--- config.mk ---
export PLATFORM = sky130hd
export DESIGN_NAME = pli_divider
export DESIGN_NICKNAME = d
export VERILOG_FILES = /design/src/piecewise_linear_interpolator_assert.svh /design/src/pli_divider.sv
export SDC_FILE = /design/constraint.sdc
export NUM_CORES = 1
export LEC_CHECK = 0
export BUFFER_PORTS_ARGS = -buffer_cell sky130_fd_sc_hd__buf_4
export CORE_MARGIN = 3
export CORE_UTILIZATION = 45
export CTS_CLUSTER_DIAMETER = 120
export CTS_CLUSTER_SIZE = 14
export DETAILED_ROUTE_END_ITERATION = 6
export HOLD_SLACK_MARGIN = 0.03
export PLACE_DENSITY = 0.71
export SYNTH_ARGS = -nofsm -noshare
export SYNTH_HDL_FRONTEND = slang
export SYNTH_SLANG_ARGS = --single-unit
--- constraint.sdc ---
create_clock -name i_clk -period 2.75 [get_ports i_clk]
set_input_delay 0.1375 -clock i_clk [delete_from_list [all_inputs] [get_ports i_clk]]
set_output_delay 0.1375 -clock i_clk [all_outputs]
set_load 0.01 [all_outputs]
--- src/piecewise_linear_interpolator_assert.svh ---
`ifndef PIECEWISE_LINEAR_INTERPOLATOR_ASSERT_SVH
`define PIECEWISE_LINEAR_INTERPOLATOR_ASSERT_SVH

// Implication checked on every clock, off during reset.
`define PLI_ASSERT_IMP(label, clk, rst_n, ante, cons, msg) \
    label: assert property (@(posedge clk) disable iff (!rst_n) (ante) |-> (cons)) \
        else $error(msg);

// Next-cycle implication, off during reset.
`define PLI_ASSERT_NEXT(label, clk, rst_n, ante, cons, msg) \
    label: assert property (@(posedge clk) disable iff (!rst_n) (ante) |=> (cons)) \
        else $error(msg);

`endif

--- src/pli_divider.sv ---
module pli_divider (
    input  logic               i_clk,
    input  logic               i_rst_n,
    input  logic               i_start,
    input  logic [63:0]        i_num,
    input  logic [32:0]        i_den,
    output logic               o_busy,
    output logic [63:0]        o_quo
);

    logic [63:0] r_quo;
    logic [33:0] r_rem;
    logic [32:0] r_den;
    logic [6:0]  r_cnt;
    logic        r_busy;
    logic [33:0] w_shift;
    logic [34:0] w_diff;

    assign w_shift = {r_rem[32:0], r_quo[63]};
    assign w_diff  = {1'b0, w_shift} - {2'b00, r_den};

    always_ff @(posedge i_clk) begin
        if (!i_rst_n) begin
            r_busy <= 1'b0;
            r_cnt  <= '0;
        end else if (i_start) begin
            r_busy <= 1'b1;
            r_cnt  <= 7'd64;
        end else if (r_busy) begin
            r_cnt <= r_cnt - 7'd1;
            if (r_cnt == 7'd1) begin
                r_busy <= 1'b0;
            end
        end
    end

    always_ff @(posedge i_clk) begin
        if (i_start) begin
            r_quo <= i_num;
            r_rem <= '0;
            r_den <= i_den;
        end else if (r_busy) begin
            if (!w_diff[34]) begin
                r_rem <= w_diff[33:0];
                r_quo <= {r_quo[62:0], 1'b1};
            end else begin
                r_rem <= w_shift;
                r_quo <= {r_quo[62:0], 1'b0};
            end
        end
    end

    assign o_busy = r_busy;
    assign o_quo  = r_quo;

endmodule

Word-level counts from Yosys, hierarchy flattened. Index checks and enable logic that the tools add are counted.

Logic and storage cells: 21. Output and inout port bits: 65. Flip-flop bits (word level): 138.

Add/subtract/negate cells: 2. Multiplexer cells: 9. Reductions and logical operators: 2. Eq/ne operators: 1. Bitwise logic cells: 1.

Operators with widths (count): $mux 64 (2); $sub 34x33->35 (1); $mux 33 (1); $mux 7 (2); $eq 7x1->1 const B (1); $sub 7x1->7 const B (1); $mux 1 (4); $reduce_bool 2->1 (1); $reduce_or 2->1 (1); $not 1->1 (1).

Logic depth before layout (Yosys ltp).
Depth in word-level cells: 4. Gate-level depth with buffers: 15. Depth with buffers taken out: 13.

Least setup slack after synthesis. Ideal clock, no wire load.

Path kind: reg2reg. Start: reg r_quo[63], in the netlist o_quo[63]. End: reg r_quo[0], in the netlist o_quo[0] (data pin). Library setup time: 0.260 ns. Data arrival time: 2.769 ns. Stages on the path, launching flop included: 15. Setup slack: -0.279 ns. Cell sequence: edfxtp_1 -> inv_1 -> ha_1 -> inv_1 -> fa_1 -> a21oi_1 -> o211a_1 -> o211ai_2 -> o211ai_4 -> o31ai_4 -> a31oi_4 -> o221ai_4 -> buf_6 -> buf_6 -> mux2_2.

Longest elaborated chain between the ends: 4.

RTL lines: start: declaration (RTL line pli_divider.sv:11) `logic [63:0] r_quo;`; start signal: assignment (RTL line pli_divider.sv:39) `r_quo <= i_num;`; start signal: assignment (RTL line pli_divider.sv:45) `r_quo <= {r_quo[62:0], 1'b1};`; start signal: assignment (RTL line pli_divider.sv:48) `r_quo <= {r_quo[62:0], 1'b0};`; $sub 34x33->35 (RTL line pli_divider.sv:20) `assign w_diff = {1'b0, w_shift} - {2'b00, r_den};`; $mux 1 (RTL line pli_divider.sv:43) `if (!w_diff[34]) begin`; $mux 64 (RTL line pli_divider.sv:42) `end else if (r_busy) begin`; $mux 64 (RTL line pli_divider.sv:38) `if (i_start) begin`.

No other way between the ends. The select of a mux whose other input is x is not followed. A chain may end at the register's enable or synchronous reset.

Worst setup path after layout. Ends and elaborated chain as after synthesis.

==> summary.md <==
| Metric | Value |
|---|---|
| Status | finished with violations |
| Violated checks | setup timing |
| Overflow after GRT | 0 |
| Placement Setup Slack | -0.0828 ns |
| IR drop worst, VDD | 0.000482 V |
| Ys async rst share | 0 |
| Syn Inst Count | 638 |
| Utilization after layout | 0.675 |
| Yosys synthesis warning count | 0 |
| Reg2Reg Setup Slack | -0.12 ns |
| Final Setup Violations | 32 |
| CTS Buf Count | 17 |
| HPWL after DPL | 13000 µm |
| Crit path cell chain | inv_2 -> ha_2 -> inv_2 -> fa_2 -> a21oi_2 -> o211a_1 -> o211ai_2 -> o211ai_4 -> o31ai_4 -> a31oi_4 -> o221ai_4 -> buf_4 -> buf_6 -> mux2_2 |
| Die height | 134 µm |
| Buffers on Ports | 164 |
| Final WS setup | -0.117 ns |
| Via density per instance | 5.19 |
| Pins Over Slew Limit | 0 |
| Min-Delay Endpoint | r_rem[29] |
| Cell family with most CP delay | compound AO/OA/AOI/OAI gates |
| Actual slew at the worst max-slew pin | 0.789 ns |
| I/O pin cnt | 165 |
| Row count | 46 |
| Hold path cells | 2 |
| Hold Crit Start | i_start |
| Initial antenna violation count | 1 |
| Comb pwr share | 0.261 |
| WP data arrival | 3.04 ns |
| Maximum fanout along the worst path | 9 |
| Synth Cell Area | 7350 µm² |
| Post-synth EDFFs | 97 |
| CTS tree | yes |
| Synth top area cells | edfxtp_1, dfxtp_1, mux2_2 |
| Max incr delay on CP | 0.39 ns |
| Average wire per standard cell | 16.7 µm |
| GRT Total Usage | 0.223 |
| Sink Count | 138 |
| CP bufs+invs | 4 |
| Worst R2R Start | o_quo[63] |
| Tcrit/Tclk final | 1.04 |
| Setup tns final | -2.02 ns |
| Syn_nets | 774 |
| CP Capture Type | register |
| Area of the core | 15900 µm² |
| Startpoint Class | register |
| Worst slew margin | 0.472 |
| Maxcap violations | 0 |
| Remaining DRCs | 0 |
| Register area share after synthesis | 0.508 |
| DIE AREA | 17900 µm² |
| Switching share of power | 0.280 |
| Pre-antenna DRT Iters | 5 |
| Skew final | 0.00949 ns |
| Most common cell on crit path | inv_2 |
| Clock share of power | 0.332 |
| Mean Syn Cell Area | 11.5 µm² |
| Largest net degree at the start of global routing | 70 |
| CP max-delay cell | edfxtp_1 |
| Req. time, crit path | 2.92 ns |
| H-tree depth | 4 |
| Placer Congestion | 0.907 |
| Share of cells above drive strength 1 | 0.348 |
| Drt total wl | 19500 µm |
| First-pass GRT wire length | 31900 µm |
| Post-synth top area cell | edfxtp_1 |
| Switching Power | 1780 µW |
| R2R depth | 14 |
| PD cells | 591 nW/µm² |
| HP Class | input port to register |
| Total number of vias | 6073 |
| Synth Flop Type | edfxtp_1 |
| Area fraction of the dominant cell type after synthesis | 0.396 |
| Overall power | 6360 µW |
| FF-to-FF End | o_quo[0] |
| Area growth, synth to finish | 46.4% |
| DRT iter0 DRCs | 363 |
| CTS max path bufs | 2 |
| Pleak | 0.00451 µW |
| Max Freq | 349 MHz |
| Clk pin slew, worst setup/hold paths | 0.06 ns |
| Die X | 134 µm |
| Min Tclk post-route | 2.87 ns |
| #FFs+latches synth | 138 |
| Cell variety after synth | 56 |
| Clock Latency Late Sink | 0.42 ns |
| Initial Util | 0.461 |
| Kind of critical path | register to register |
| Post-route ant nets | 0 |
| Worst hold slack | 0.143 ns |
| Vias in the first global route | 6563 |
| Reg power frac | 0.407 |
| Root buf cell | clkbuf_16 |
| # nets final | 1076 |
| Power Internal | 4570 µW |
| RSZ-0062 raised after global routing | true |
| Final Hold Viols | 0 |
-- registers in the layout, summed over array words and instances, names as in the netlist --
register and flops:
o_quo 64, r_den 33, r_rem 33, r_cnt 7
o_busy 1
-- cells in the mapped netlist, types with 5 or more instances --
| cell | n |
|---|---|
| a211oi_1 | 22 |
| a21o_1 | 11 |
| a21oi_1 | 30 |
| a31oi_1 | 5 |
| clkbuf_1 | 18 |
| dfxtp_1 | 41 |
| edfxtp_1 | 97 |
| ha_1 | 35 |
| inv_1 | 47 |
| mux2_2 | 64 |
| mux2i_1 | 27 |
| nand2_1 | 40 |
| nand3_1 | 10 |
| nor2_1 | 51 |
| nor3_1 | 6 |
| o21a_1 | 11 |
| o21ai_0 | 16 |
| o21ai_1 | 7 |
| o21bai_1 | 6 |
| xnor2_1 | 25 |
| xor2_1 | 10 |
-- placed cells by master (no fill, tap or decap), types with 3 or more instances in the layout --
master	instances
ha_1	34
a21o_1	11
o21bai_1	6
mux2i_1	21
buf_4	202
nor2_1	51
xnor2_1	25
or3_1	3
nand4_1	4
clkbuf_16	18
xor2_1	10
clkinv_4	3
mux2i_2	3
a211oi_1	15
inv_2	3
dlygate4sd3_1	98
nor2b_1	3
o21ai_0	16
mux2i_4	3
o21ai_1	7
clkbuf_1	3
nand2b_1	3
inv_1	44
mux2_2	64
dfxtp_1	40
clkinv_1	3
nand2_1	40
o21a_1	11
o211ai_1	4
a21oi_1	29
and3_1	3
nand3_1	10
edfxtp_1	97
a31oi_1	5
nor4_1	3
a211oi_2	9
nor3_1	6
-- metal layers --
| metal | vias up | wire length, µm | part of all wire | global-route usage |
|---|---|---|---|---|
| li1 | 2943 | - | - | - |
| met1 | 2918 | 7800 | 0.40 | 0.250 |
| met2 | 177 | 10200 | 0.52 | 0.405 |
| met3 | 35 | 1080 | 0.055 | 0.0604 |
| met4 | 0 | 444 | 0.023 | 0.0846 |
| met5 | - | 0 | 0 | 0 |
-- timing repair --
action / in CTS / in global routing
endpoints found under the hold margin: 99 / 0
pin swaps: 0 / 15
cloned: 0 / 1
setup endpoints to repair: 27 / 34
hold buffers: 98 / 0
resized for setup: 7 / 23
buffers inserted: 1 / 6
-- how the worst max path moves through the flow --
stage / slack [ns] / to / from / cells past startpoint
final: -0.12 / o_quo[0] / o_quo[63] / 14
after global routing: -0.24 / r_rem[12] / o_quo[63] / 15
after CTS: -0.05 / o_quo[0] / o_quo[63] / 13
after detailed placement: -0.08 / r_rem[4] / o_quo[63] / 14
after global placement: -0.03 / r_rem[3] / o_quo[63] / 14
after floorplan: -0.19 / o_quo[0] / o_quo[63] / 14
-- layout make-up --
| cell class | count | area (µm²) |
|---|---|---|
| diodes | 1 | 2.50 |
| clock inverters | 12 | 101 |
| inverters | 47 | 176 |
| fillers | 1167 | 5180 |
| repair buffers | 307 | 2620 |
| flip-flops and latches | 138 | 3730 |
| well taps | 216 | 270 |
| multi-input cells | 429 | 3420 |
| clock buffers | 20 | 437 |
-- power groups by stage --
| stage | sequential (µW) | clock [µW] | combinational [µW] |
|---|---|---|---|
| after floorplan | 2630 | 0 | 849 |
| after global placement | 2610 | 0 | 1380 |
| after detailed placement | 2610 | 0 | 1410 |
| after CTS | 2580 | 2140 | 1550 |
| after global routing | 2610 | 2230 | 1810 |
| final | 2580 | 2110 | 1660 |
-- worst reg2reg max path, stage by stage, from the launching register on --
cell and delay, ns:
edfxtp_1 0.39, inv_2 0.07, ha_2 0.18, inv_2 0.04, fa_2 0.34, a21oi_2 0.17, o211a_1 0.21, o211ai_2 0.10
o211ai_4 0.12, o31ai_4 0.11, a31oi_4 0.17, o221ai_4 0.15, buf_4 0.18, buf_6 0.13, mux2_2 0.26
-- metrics by stage --
stage | instance area [µm²] | std cells
after floorplan | 7350 | 638
after global placement | 9030 | 1031
after detailed placement | 9030 | 1031
after CTS | 10600 | 1162
after global routing | 10800 | 1170
final | 10800 | 1170
-- cell families (layout without fill, tap and decap cells) --
logic type | after synthesis | after routing | share of synthesized area
AOI/OAI and AO/OA | 134 | 134 | 0.132
and+or+nand+nor | 133 | 133 | 0.0807
xor gates and xnor gates | 35 | 35 | 0.0417
buffers and inverters | 71 | 386 | 0.0404
other | 0 | 1 | 0
adders and majority gates | 36 | 36 | 0.0623
DFF | 138 | 138 | 0.508
muxes | 91 | 91 | 0.135
Note: power is estimated with default switching activity, not from simulation.
