`src/piecewise_linear_interpolator_assert.svh`:
```
`ifndef PIECEWISE_LINEAR_INTERPOLATOR_ASSERT_SVH
`define PIECEWISE_LINEAR_INTERPOLATOR_ASSERT_SVH

// Implication checked on every clock, off during reset.
`define PLI_ASSERT_IMP(label, clk, rst_n, ante, cons, msg) \
    label: assert property (@(posedge clk) disable iff (!rst_n) (ante) |-> (cons)) \
        else $error(msg);

// Next-cycle implication, off during reset.
`define PLI_ASSERT_NEXT(label, clk, rst_n, ante, cons, msg) \
    label: assert property (@(posedge clk) disable iff (!rst_n) (ante) |=> (cons)) \
        else $error(msg);

`endif

```
`src/pli_ram.sv`:
```
module pli_ram #(
    parameter int unsigned WIDTH = 32,
    parameter int unsigned DEPTH = 16
) (
    input  logic                     i_clk,
    input  logic                     i_we,
    input  logic [$clog2(DEPTH)-1:0] i_waddr,
    input  logic [WIDTH-1:0]         i_wdata,
    input  logic [$clog2(DEPTH)-1:0] i_raddr,
    output logic [WIDTH-1:0]         o_rdata
);

    logic [WIDTH-1:0] r_mem [DEPTH];
    logic [WIDTH-1:0] r_rdata;

    always_ff @(posedge i_clk) begin
        if (i_we) begin
            r_mem[i_waddr] <= i_wdata;
        end
        r_rdata <= r_mem[i_raddr];
    end

    assign o_rdata = r_rdata;

endmodule

```
`config.mk`:
```
export PLATFORM = sky130hd
export DESIGN_NAME = pli_ram
export DESIGN_NICKNAME = d
export VERILOG_FILES = /design/src/piecewise_linear_interpolator_assert.svh /design/src/pli_ram.sv
export SDC_FILE = /design/constraint.sdc
export NUM_CORES = 1
export LEC_CHECK = 0
export BUFFER_PORTS_ARGS = -buffer_cell sky130_fd_sc_hd__buf_2
export CORE_MARGIN = 8
export CORE_UTILIZATION = 40
export DETAILED_ROUTE_END_ITERATION = 10
export PLACE_DENSITY = 0.55
export SYNTH_ARGS = -nofsm -noshare
export SYNTH_HDL_FRONTEND = slang
export SYNTH_SLANG_ARGS = --single-unit
```
`constraint.sdc`:
```
create_clock -name i_clk -period 4.95 [get_ports i_clk]
set_clock_uncertainty 0.15 [all_clocks]
set_input_delay 0.2475 -clock i_clk [delete_from_list [all_inputs] [get_ports i_clk]]
set_output_delay 0.2475 -clock i_clk [all_outputs]
set_load 0.01 [all_outputs]
```
# After elaboration in Yosys (flattened, before gate mapping)
# Memory sizes are Yosys's and may differ from the RTL's. A register that Yosys moved wholly into a read port is not among the register bits.
# Index checks and enable logic that the tools add are counted.
[word_totals] reg_bits=0 mem_bits_rw=512 inputBits=42 out_inout_bits=32 elab_cells=3 n_memories=1
[classes] muxes=2
[memory_table] memory="r_mem" words=16 word_bits=32 read_ports=1 rd_ports_with_merged_regs=1 write_ports=1 line="pli_ram.sv:13" source="logic [WIDTH-1:0] r_mem [DEPTH];"
[op_table] cell="$mux 1" n=2

# Logic depth before layout (Yosys ltp)
# Gate-level depths: netlist (run 1).
[depth] ltp_word=2 ltp_mapped=5 ltp_nobuf=3

# Worst setup path after synthesis (run 1)
# Ideal clock, no wire load.
[synth_timing] kind="input port to flip-flop" from="input i_waddr[2]" to="memory r_mem[0][0] (enable)" setup_ns=0.461 arrival_time_ns=2.966 t_required_ns=4.339 slack_ns=1.373 path_stages=2 n_path_buf=0 cell_sequence="or3b_2 > nor3_1"
[synth_lines] element="from (decl)" line="pli_ram.sv:7" source="input logic [$clog2(DEPTH)-1:0] i_waddr,"
[synth_lines] element="to (decl)" line="pli_ram.sv:13"
# Straight into the memory's write port.

==> flow_summary.toml, run 1 <==
[yosys]
syn_area_per_cell_sq_um = 23.7
synthFlopType = "edfxtp_1"
async_flop_share = 0
yosys_warnings = 0
synth_cells = 838
synthesis.area_sq_mm = 0.0199
synth-edff-count = 512
yosysUniqueCellTypes = 18
yosysSeqAreaShare = 0.807
synth-seq-cells = 544
synth_fp_nets = 880

[floorplan]
core-area_sq_mm = 0.0490
die_area_sq_mm = 0.0570
die_height_um = 239
io_pins = 74
rows = 81
die_w_um = 239
start_util = 0.406

[placed_design]
gp_congestion = 0.688
numPortBuffers = 73
dp_hpwl_um = 22200

[setup_path]
r2r_end = "o_rdata[18]"
reg2reg_from = "r_mem[1][18]"
endpoint_kind = "register"
cp-startpoint = "i_raddr[0]"
start_kind = "input port"
path_class = "in2reg"
cp.arrival_ps = 2320
cp_max_fo = 64
r2r_slack_ps = 3430
reg2reg_depth = 3
required_ps = 5250

[drt]
wire_per_inst_um = 25.7
drt-initial-drc-count = 885
vias = 9095
drcViolationCount = 0
drt-total-wl_um = 43500
drt.antenna.violating_nets = 0
first_pass_iters = 4
via_per_inst = 5.38

[hold_path]
hold_end = "r_mem[8][15]"
min-delay-start = "i_waddr[1]"
min_path_type = "in2reg"
min_path_cells = 2

[power_and_ir_drop]
switching_share = 0.206
irDropWorstVdd_mv = 0.259
p_switching_w = 0.00197
pwr-share-clk = 0.409
power_w = 0.00957
powerDensity_mw_per_mm2 = 413
seqPwrFrac = 0.541
intPower_w = 0.00759
combinationalPowerShare = 0.050
p_leak_nw = 7.41

[run_status]
outcome = "completed"

[grt]
antenna_found_initial = 2
grt_max_degree = 91
overflow = 0
grt_pass1_wl_um = 64300
first_global_vias = 9650
grt_use_total = 0.152

[run]
maxCapViolCount = 0

[clock_tree]
clock_latency_ps = 590
htreeDepth = 2
clock-sinks = 544
post_cts_buffers = 0
numCtsBuffers = 55
cts_resized = 0
cts.reportedPaths.clkPinSlew_ps = 60
cts-root-buf = "clkbuf_16"
cts_tree = "done"
clockBufferDepth = 3

[timing]
fmax_ghz = 0.496
rsz0062_at_grt = "no"
hold_viol = 0
setup_viol = 0
maxSlewHeadroom = 0.301
min_period_over_period = 0.407
timing.hold.ws_ps = 48.1
setup_tns_ps = 0
slew_violations = 0
layout_min_cycle_time_ps = 2020
tightest_slew_ps = 1050

[finish]
drive_gt1_frac = 0.308
final_cell_mix = "edfxtp_1, mux4_2, buf_2, a22oi_1, clkbuf_16"
final_common_cell = "edfxtp_1"
area_delta_synth_final_pct = 16.8
nNetsFinal = 1023
## cell families after synthesis
group / after synthesis / synth area share
DFF: 544 / 0.807
muxes: 128 / 0.145
buffers and inverters: 43 / 0.0112
and+or+nand+nor: 59 / 0.0127
AOI/OAI and AO/OA: 64 / 0.0242
## how the worst max path moves through the flow
stage,endpoint,slack (ps),depth (start not counted)
final,o_rdata[3],2930,5
after global routing,o_rdata[3],2740,5
after CTS,o_rdata[3],2880,5
after detailed placement,o_rdata[3],2250,5
after global placement,o_rdata[3],2250,5
after floorplan,r_mem[0][0],1370,2
## metal layers
metal	up-vias	part of all wire	global-route usage	wire, um
li1	3860	-	-	-
met4	2	0.016	0.0378	687
met1	4931	0.47	0.230	20500
met5	-	0.00018	0	8
met3	50	0.053	0.0257	2320
met2	252	0.46	0.228	20000
## area by class of cell
cell class / count / area (sq um)
clock buffers: 80 / 1490
well taps: 664 / 831
fillers: 3988 / 25800
multi-input cells: 251 / 3750
flip-flops and latches: 544 / 16000
diodes: 1 / 2.50
clock inverters: 22 / 189
repair buffers: 129 / 906
## power groups by stage
stage,logic [W],registers [W],clock network [W]
2_1_floorplan,0.000247,0.00529,0
3_3_place_gp,0.000466,0.00527,0
3_5_place_dp,0.000472,0.00528,0
4_1_cts,0.000493,0.00518,0.00400
5_1_grt,0.000522,0.00518,0.00417
6_report,0.000480,0.00518,0.00391
## worst max-delay path: stages
cell      delay [ps]
clkbuf_8         630
buf_4            450
mux4_2           560
a22oi_1          310
nand2_1           80
## timing repair
action                     4_1_cts  5_1_grt
hold endpoints to repair       512        0
hold buffers                    32        0
setup endpoints to repair        0        0
## cell usage after synthesis, types with 4 or more instances
master / n / area, sq um
buf_1: 9 / 33.8
nand2_1: 33 / 124
edfxtp_1: 512 / 15400
dfxtp_1: 32 / 641
buf_2: 4 / 20.0
nor3_1: 4 / 20.0
mux4_2: 128 / 2880
clkbuf_1: 17 / 63.8
nor2_1: 13 / 48.8
buf_4: 11 / 82.6
a22oi_1: 64 / 480
## metrics by stage
stage               instances   util  instance area (sq um)  setup WS (ps)
finish                   1691  0.474                  23200           2930
global route             1691  0.474                  23200           2740
CTS                      1690  0.474                  23200           2880
detailed placement       1556  0.433                  21200           2250
global placement         1556  0.433                  21200           2250
floorplan                 838      -                  19900           1370
## sequential cells by signal, indices dropped and copies added (netlist names)
| signal | count |
|---|---|
| r_mem | 512 |
| o_rdata | 32 |
(Power assumes the default switching activity.)
==> run 2: changes to the inputs <==
Settings changed: PLACE_DENSITY 0.55 to 0.57.
Clock period 4.95 ns to 1.7 ns, I/O delays scaled along.
==> run 2 against run 1 <==
Register-to-register slack got worse by 3200 ps. Cell area increased by 4.4%. Highest routed layer is now met4. Clock power increased to 3.0 times the previous value. Sequential cell count unchanged. Combinational power increased to 3.3 times the previous value. Critical endpoint is now o_rdata[25]. Utilization increased by 2.1 points. Sequential share of layout area decreased by 2.9 points. Final cell count increased by 2.7%. Clock-buffer cell count increased by 7. Total power increased to 3.0 times the previous value.
==> flow_summary.toml, run 2 (same netlist as run 1, synthesis figures left out) <==
[run_status]
outcome = "completed"

[placed_design]
numPortBuffers = 73
dp_hpwl_um = 24000
gp_congestion = 0.685
dpl.cell_count = 1600
placed_cell_area_sq_mm = 0.0221

[timing]
maxSlewHeadroom = 0.614
timing.hold.ws_ps = 32.9
min_period_over_period = 0.886
hold_viol = 0
slew_violations = 0
tightest_slew_ps = 577
rsz0062_at_grt = "no"
setup_tns_ps = 0
fmax_ghz = 0.664
layout_min_cycle_time_ps = 1510
setup_viol = 0

[setup_path]
crit_chain = "dlygate4sd3_1 > buf_6 > buf_12 > buf_12 > mux4_2 > a22oi_1 > nand2_1"
cp.arrival_ps = 1840
required_ps = 2030
endpoint_kind = "register"
cp_max_fo = 28
crit_buf_inv = 4
crit_slowest_cell = "dlygate4sd3_1"
cp_slowest_stage_delay_ps = 540
start_kind = "input port"
cp.depth = 7
path_class = "in2reg"
reg2reg_depth = 3
cp_top_family = "buffers and inverters"
crit_top_cell = "buf_12"

[finish]
stdcell_count = 1736
final_common_cell = "edfxtp_1"
area_delta_synth_final_pct = 21.9
nNetsFinal = 1070
fillCellCount = 3911
register_area_sq_mm = 0.0160
final_cell_mix = "edfxtp_1, mux4_2, buf_2, a22oi_1, clkbuf_16"
drive_gt1_frac = 0.345
largest_register = "r_mem"
largest_reg_flops = 512
multi_input_area_sq_mm = 0.00378
design_area_sq_mm = 0.0242

[grt]
grt_pass1_wl_um = 65500
first_global_vias = 9874
antenna_found_initial = 1
overflow = 0
grt_max_degree = 44
grt_use_total = 0.157

[clock_tree]
clock-sinks = 544
post_cts_buffers = 0
cts_tree = "done"
cts.reportedPaths.clkPinSlew_ps = 60
clockBufferDepth = 3
htreeDepth = 2
numCtsBuffers = 55
clock_latency_ps = 590
cts-root-buf = "clkbuf_16"

[drt]
first_pass_iters = 4
via_per_inst = 5.30
drt-total-wl_um = 44100
drt.antenna.violating_nets = 0
drt-initial-drc-count = 925
drcViolationCount = 0
vias = 9207
wire_per_inst_um = 25.4

[run]
maxCapViolCount = 0

[floorplan]
die_area_sq_mm = 0.0570
core-area_sq_mm = 0.0490
rows = 81
die_height_um = 239
io_pins = 74
start_util = 0.406
die_w_um = 239

[power_and_ir_drop]
irDropWorstVdd_mv = 0.676
p_leak_nw = 7.86
powerDensity_mw_per_mm2 = 1170
power_w = 0.0284

[hold_path]
min_path_cells = 4
min_path_type = "in2reg"
==> run 2: metrics by stage <==
stage / worst slack, ps / util
floorplan: -225 / -
global placement: -22.7 / 0.451
detailed placement: -20.6 / 0.451
CTS: 212 / 0.494
global route: 118 / 0.494
finish: 194 / 0.494
==> run 2: final timing paths <==
path | end | from | slack (ps)
hold reg to reg | o_rdata[8] | r_mem[15][8] | 510
hold / removal | r_mem[8][22] | i_we | 30
setup reg to reg | o_rdata[17] | r_mem[11][17] | 200
setup / recovery | o_rdata[25] | i_raddr[1] | 190
==> run 2: final cells by class <==
class | count | share of cell area
multi-input cells | 251 | 0.156
diodes | 1 | 0.000103
clock buffers | 87 | 0.0694
well taps | 664 | 0.0343
repair buffers | 176 | 0.0746
clock inverters | 13 | 0.00372
flip-flops and latches | 544 | 0.662
==> run 2: per-layer routing <==
layer	GRT usage	share of wire	wire length (um)
met5	0	0	0
met4	0.0411	0.017	760
met3	0.0288	0.051	2240
met2	0.248	0.47	20900
met1	0.223	0.46	20200
==> run 2: worst reg2reg max path, stage by stage (launching register included) <==
cell	delay [ps]
edfxtp_1	350
mux4_2	470
a22oi_1	320
nand2_1	80
==> run 2: what timing repair did <==
item | CTS | global route
setup endpoints to repair | 0 | 0
resized for setup | 0 | 0
hold endpoints to repair | 522 | 0
hold buffers | 35 | 0
==> run 2: report_power, final <==
| part | internal, W | total (W) | switching (W) | leakage, nW |
|---|---|---|---|---|
| sequential | 0.0150 | 0.0151 | 0.0000988 | 4.89 |
| combinational | 0.000720 | 0.00156 | 0.000839 | 2.09 |
| clock | 0.00688 | 0.0117 | 0.00483 | 0.868 |
| total | 0.0226 | 0.0284 | 0.00577 | 7.86 |
==> run 3: changes to the inputs <==
Settings changed: CORE_UTILIZATION 40 to 43, PLACE_DENSITY 0.57 to 0.6.
==> run 3 against run 2 <==
Maximum frequency down 0.33%. Utilization up 3.4 points. Cell area down 0.73%. Clock power about the same. Combinational power about the same. Routed wire length down 1.0%. Critical path depth down 4. Critical path type is now reg2reg. Sequential share of layout area up 0.49 points. First-iteration DRC count down 1.7%. Global-route usage up 0.65 points.
==> flow_summary.toml, run 3 (same netlist as run 1, synthesis figures left out) <==
[clock_tree]
clock_latency_ps = 580
cts-root-buf = "clkbuf_16"
htreeDepth = 2
post_cts_buffers = 0
cts_tree = "done"
clock-sinks = 544
cts.reportedPaths.clkPinSlew_ps = 60
numCtsBuffers = 53
clockBufferDepth = 3

[power_and_ir_drop]
pwr-share-clk = 0.407
p_leak_nw = 7.84
intPower_w = 0.0224
seqPwrFrac = 0.537
switching_share = 0.202
irDropWorstVdd_mv = 0.740
combinationalPowerShare = 0.055
p_switching_w = 0.00566
powerDensity_mw_per_mm2 = 1170

[finish]
largest_reg_flops = 512
largest_register = "r_mem"
final_core_util = 0.528
nNetsFinal = 1074
final_cell_mix = "edfxtp_1, mux4_2, buf_2, a22oi_1, clkbuf_16"
area_delta_synth_final_pct = 21.0
drive_gt1_frac = 0.350
fillCellCount = 3562
register_area_sq_mm = 0.0160
final_common_cell = "edfxtp_1"
multi_input_area_sq_mm = 0.00378

[setup_path]
cp.arrival_ps = 1810
crit_chain = "mux4_2 > a22oi_1 > nand2_1"
path_class = "reg2reg"
crit_slowest_cell = "mux4_2"
cp_slowest_stage_delay_ps = 470
reg2reg_from = "r_mem[3][1]"
required_ps = 1990
start_kind = "register"
reg2reg_depth = 3
endpoint_kind = "register"
r2r_end = "o_rdata[1]"
cp_max_fo = 1
r2r_slack_ps = 190

[drt]
drt.antenna.violating_nets = 0
wire_per_inst_um = 26.1
vias = 9293
drcViolationCount = 0
drt-total-wl_um = 43700
via_per_inst = 5.55
drt-initial-drc-count = 909
first_pass_iters = 5

[grt]
grt_max_degree = 33
overflow = 0
grt_use_total = 0.163
antenna_found_initial = 1
first_global_vias = 9937
grt_pass1_wl_um = 64900

[timing]
fmax_ghz = 0.662
timing.hold.ws_ps = 68.4
rsz0062_at_grt = "no"
setup_viol = 0
layout_min_cycle_time_ps = 1510
min_period_over_period = 0.889
tightest_slew_ps = 477
maxSlewHeadroom = 0.682
slew_violations = 0
hold_viol = 0

[floorplan]
rows = 78
die_area_sq_mm = 0.0533
start_util = 0.437
core-area_sq_mm = 0.0455
die_height_um = 231
die_w_um = 231
io_pins = 74

[hold_path]
hold_end = "o_rdata[15]"
min_path_cells = 5
min_path_type = "in2reg"
min-delay-start = "i_raddr[3]"

[run_status]
outcome = "completed"

[placed_design]
dp_hpwl_um = 24200
numPortBuffers = 73
gp_congestion = 0.697

[run]
maxCapViolCount = 0
[run 3: changes by cell type in the layout (fill, tap and decap cells not counted)]
| cell | change |
|---|---|
| buf_4 | +14 |
| buf_12 | -6 |
| clkbuf_16 | -4 |
| clkinv_1 | -3 |
| clkinv_2 | +2 |
| dlygate4sd3_1 | -2 |
| bufinv_16 | +1 |
| clkbuf_1 | +1 |
| clkbuf_8 | +1 |
| clkinv_4 | +1 |
| clkinvlp_4 | -1 |
| inv_6 | -1 |
[run 3: stage by stage]
| stage | power, W | instances | setup TNS (ps) | cell area, sq um | worst slack (ps) |
|---|---|---|---|---|---|
| global route | 0.0289 | 1674 | 0 | 24000 | 110 |
| global placement | 0.0169 | 1544 | -30.3 | 22000 | -16.0 |
| finish | 0.0281 | 1675 | 0 | 24000 | 189 |
| CTS | 0.0284 | 1674 | 0 | 24000 | 197 |
| detailed placement | 0.0169 | 1544 | -42.3 | 22000 | -16.8 |
| floorplan | 0.0161 | 838 | -43280 | 20000 | -225 |
[run 3: worst max path at each step]
stage,cells past startpoint,to,startpoint
5_1_grt,7,o_rdata[20],i_raddr[1]
3_3_place_gp,6,o_rdata[30],i_raddr[0]
2_1_floorplan,2,r_mem[1][0],i_waddr[2]
3_5_place_dp,6,o_rdata[1],i_raddr[0]
6_report,3,o_rdata[1],r_mem[3][1]
4_1_cts,3,o_rdata[7],r_mem[3][7]
[run 3: layout make-up]
| class | count | area share |
|---|---|---|
| sequential | 544 | 0.667 |
| multi-input combinational | 251 | 0.157 |
| timing repair buffer | 182 | 0.0736 |
| clock buffer | 85 | 0.0665 |
| tap | 600 | 0.0313 |
| clock inverter | 12 | 0.00464 |
| antenna | 1 | 0.000104 |
[run 3: layer usage]
metal  vias to the layer above  track usage  part of all wire
met5                         -            0                 0
li1                       3961            -                 -
met4                         0       0.0445             0.020
met3                        69       0.0305             0.054
met2                       259        0.266              0.49
met1                      5004        0.225              0.44
[run 3: worst max-delay path, delay by kind of cell (launching register included)]
| family | cells | cell delay (ps) |
|---|---|---|
| mux | 1 | 470 |
| flops | 1 | 360 |
| compound gates | 1 | 280 |
| simple gates | 1 | 130 |
[run 3: what timing repair did]
item | CTS | global route
resized for setup | 0 | 0
hold buffers | 33 | 0
endpoints found under the hold margin | 513 | 0
[run 3: power by group through the flow]
| stage | clock [W] | sequential, W | combinational [W] |
|---|---|---|---|
| after floorplan | 0 | 0.0154 | 0.000738 |
| after global placement | 0 | 0.0154 | 0.00150 |
| after detailed placement | 0 | 0.0154 | 0.00153 |
| after CTS | 0.0117 | 0.0151 | 0.00159 |
| after global routing | 0.0121 | 0.0151 | 0.00168 |
| final | 0.0114 | 0.0151 | 0.00156 |
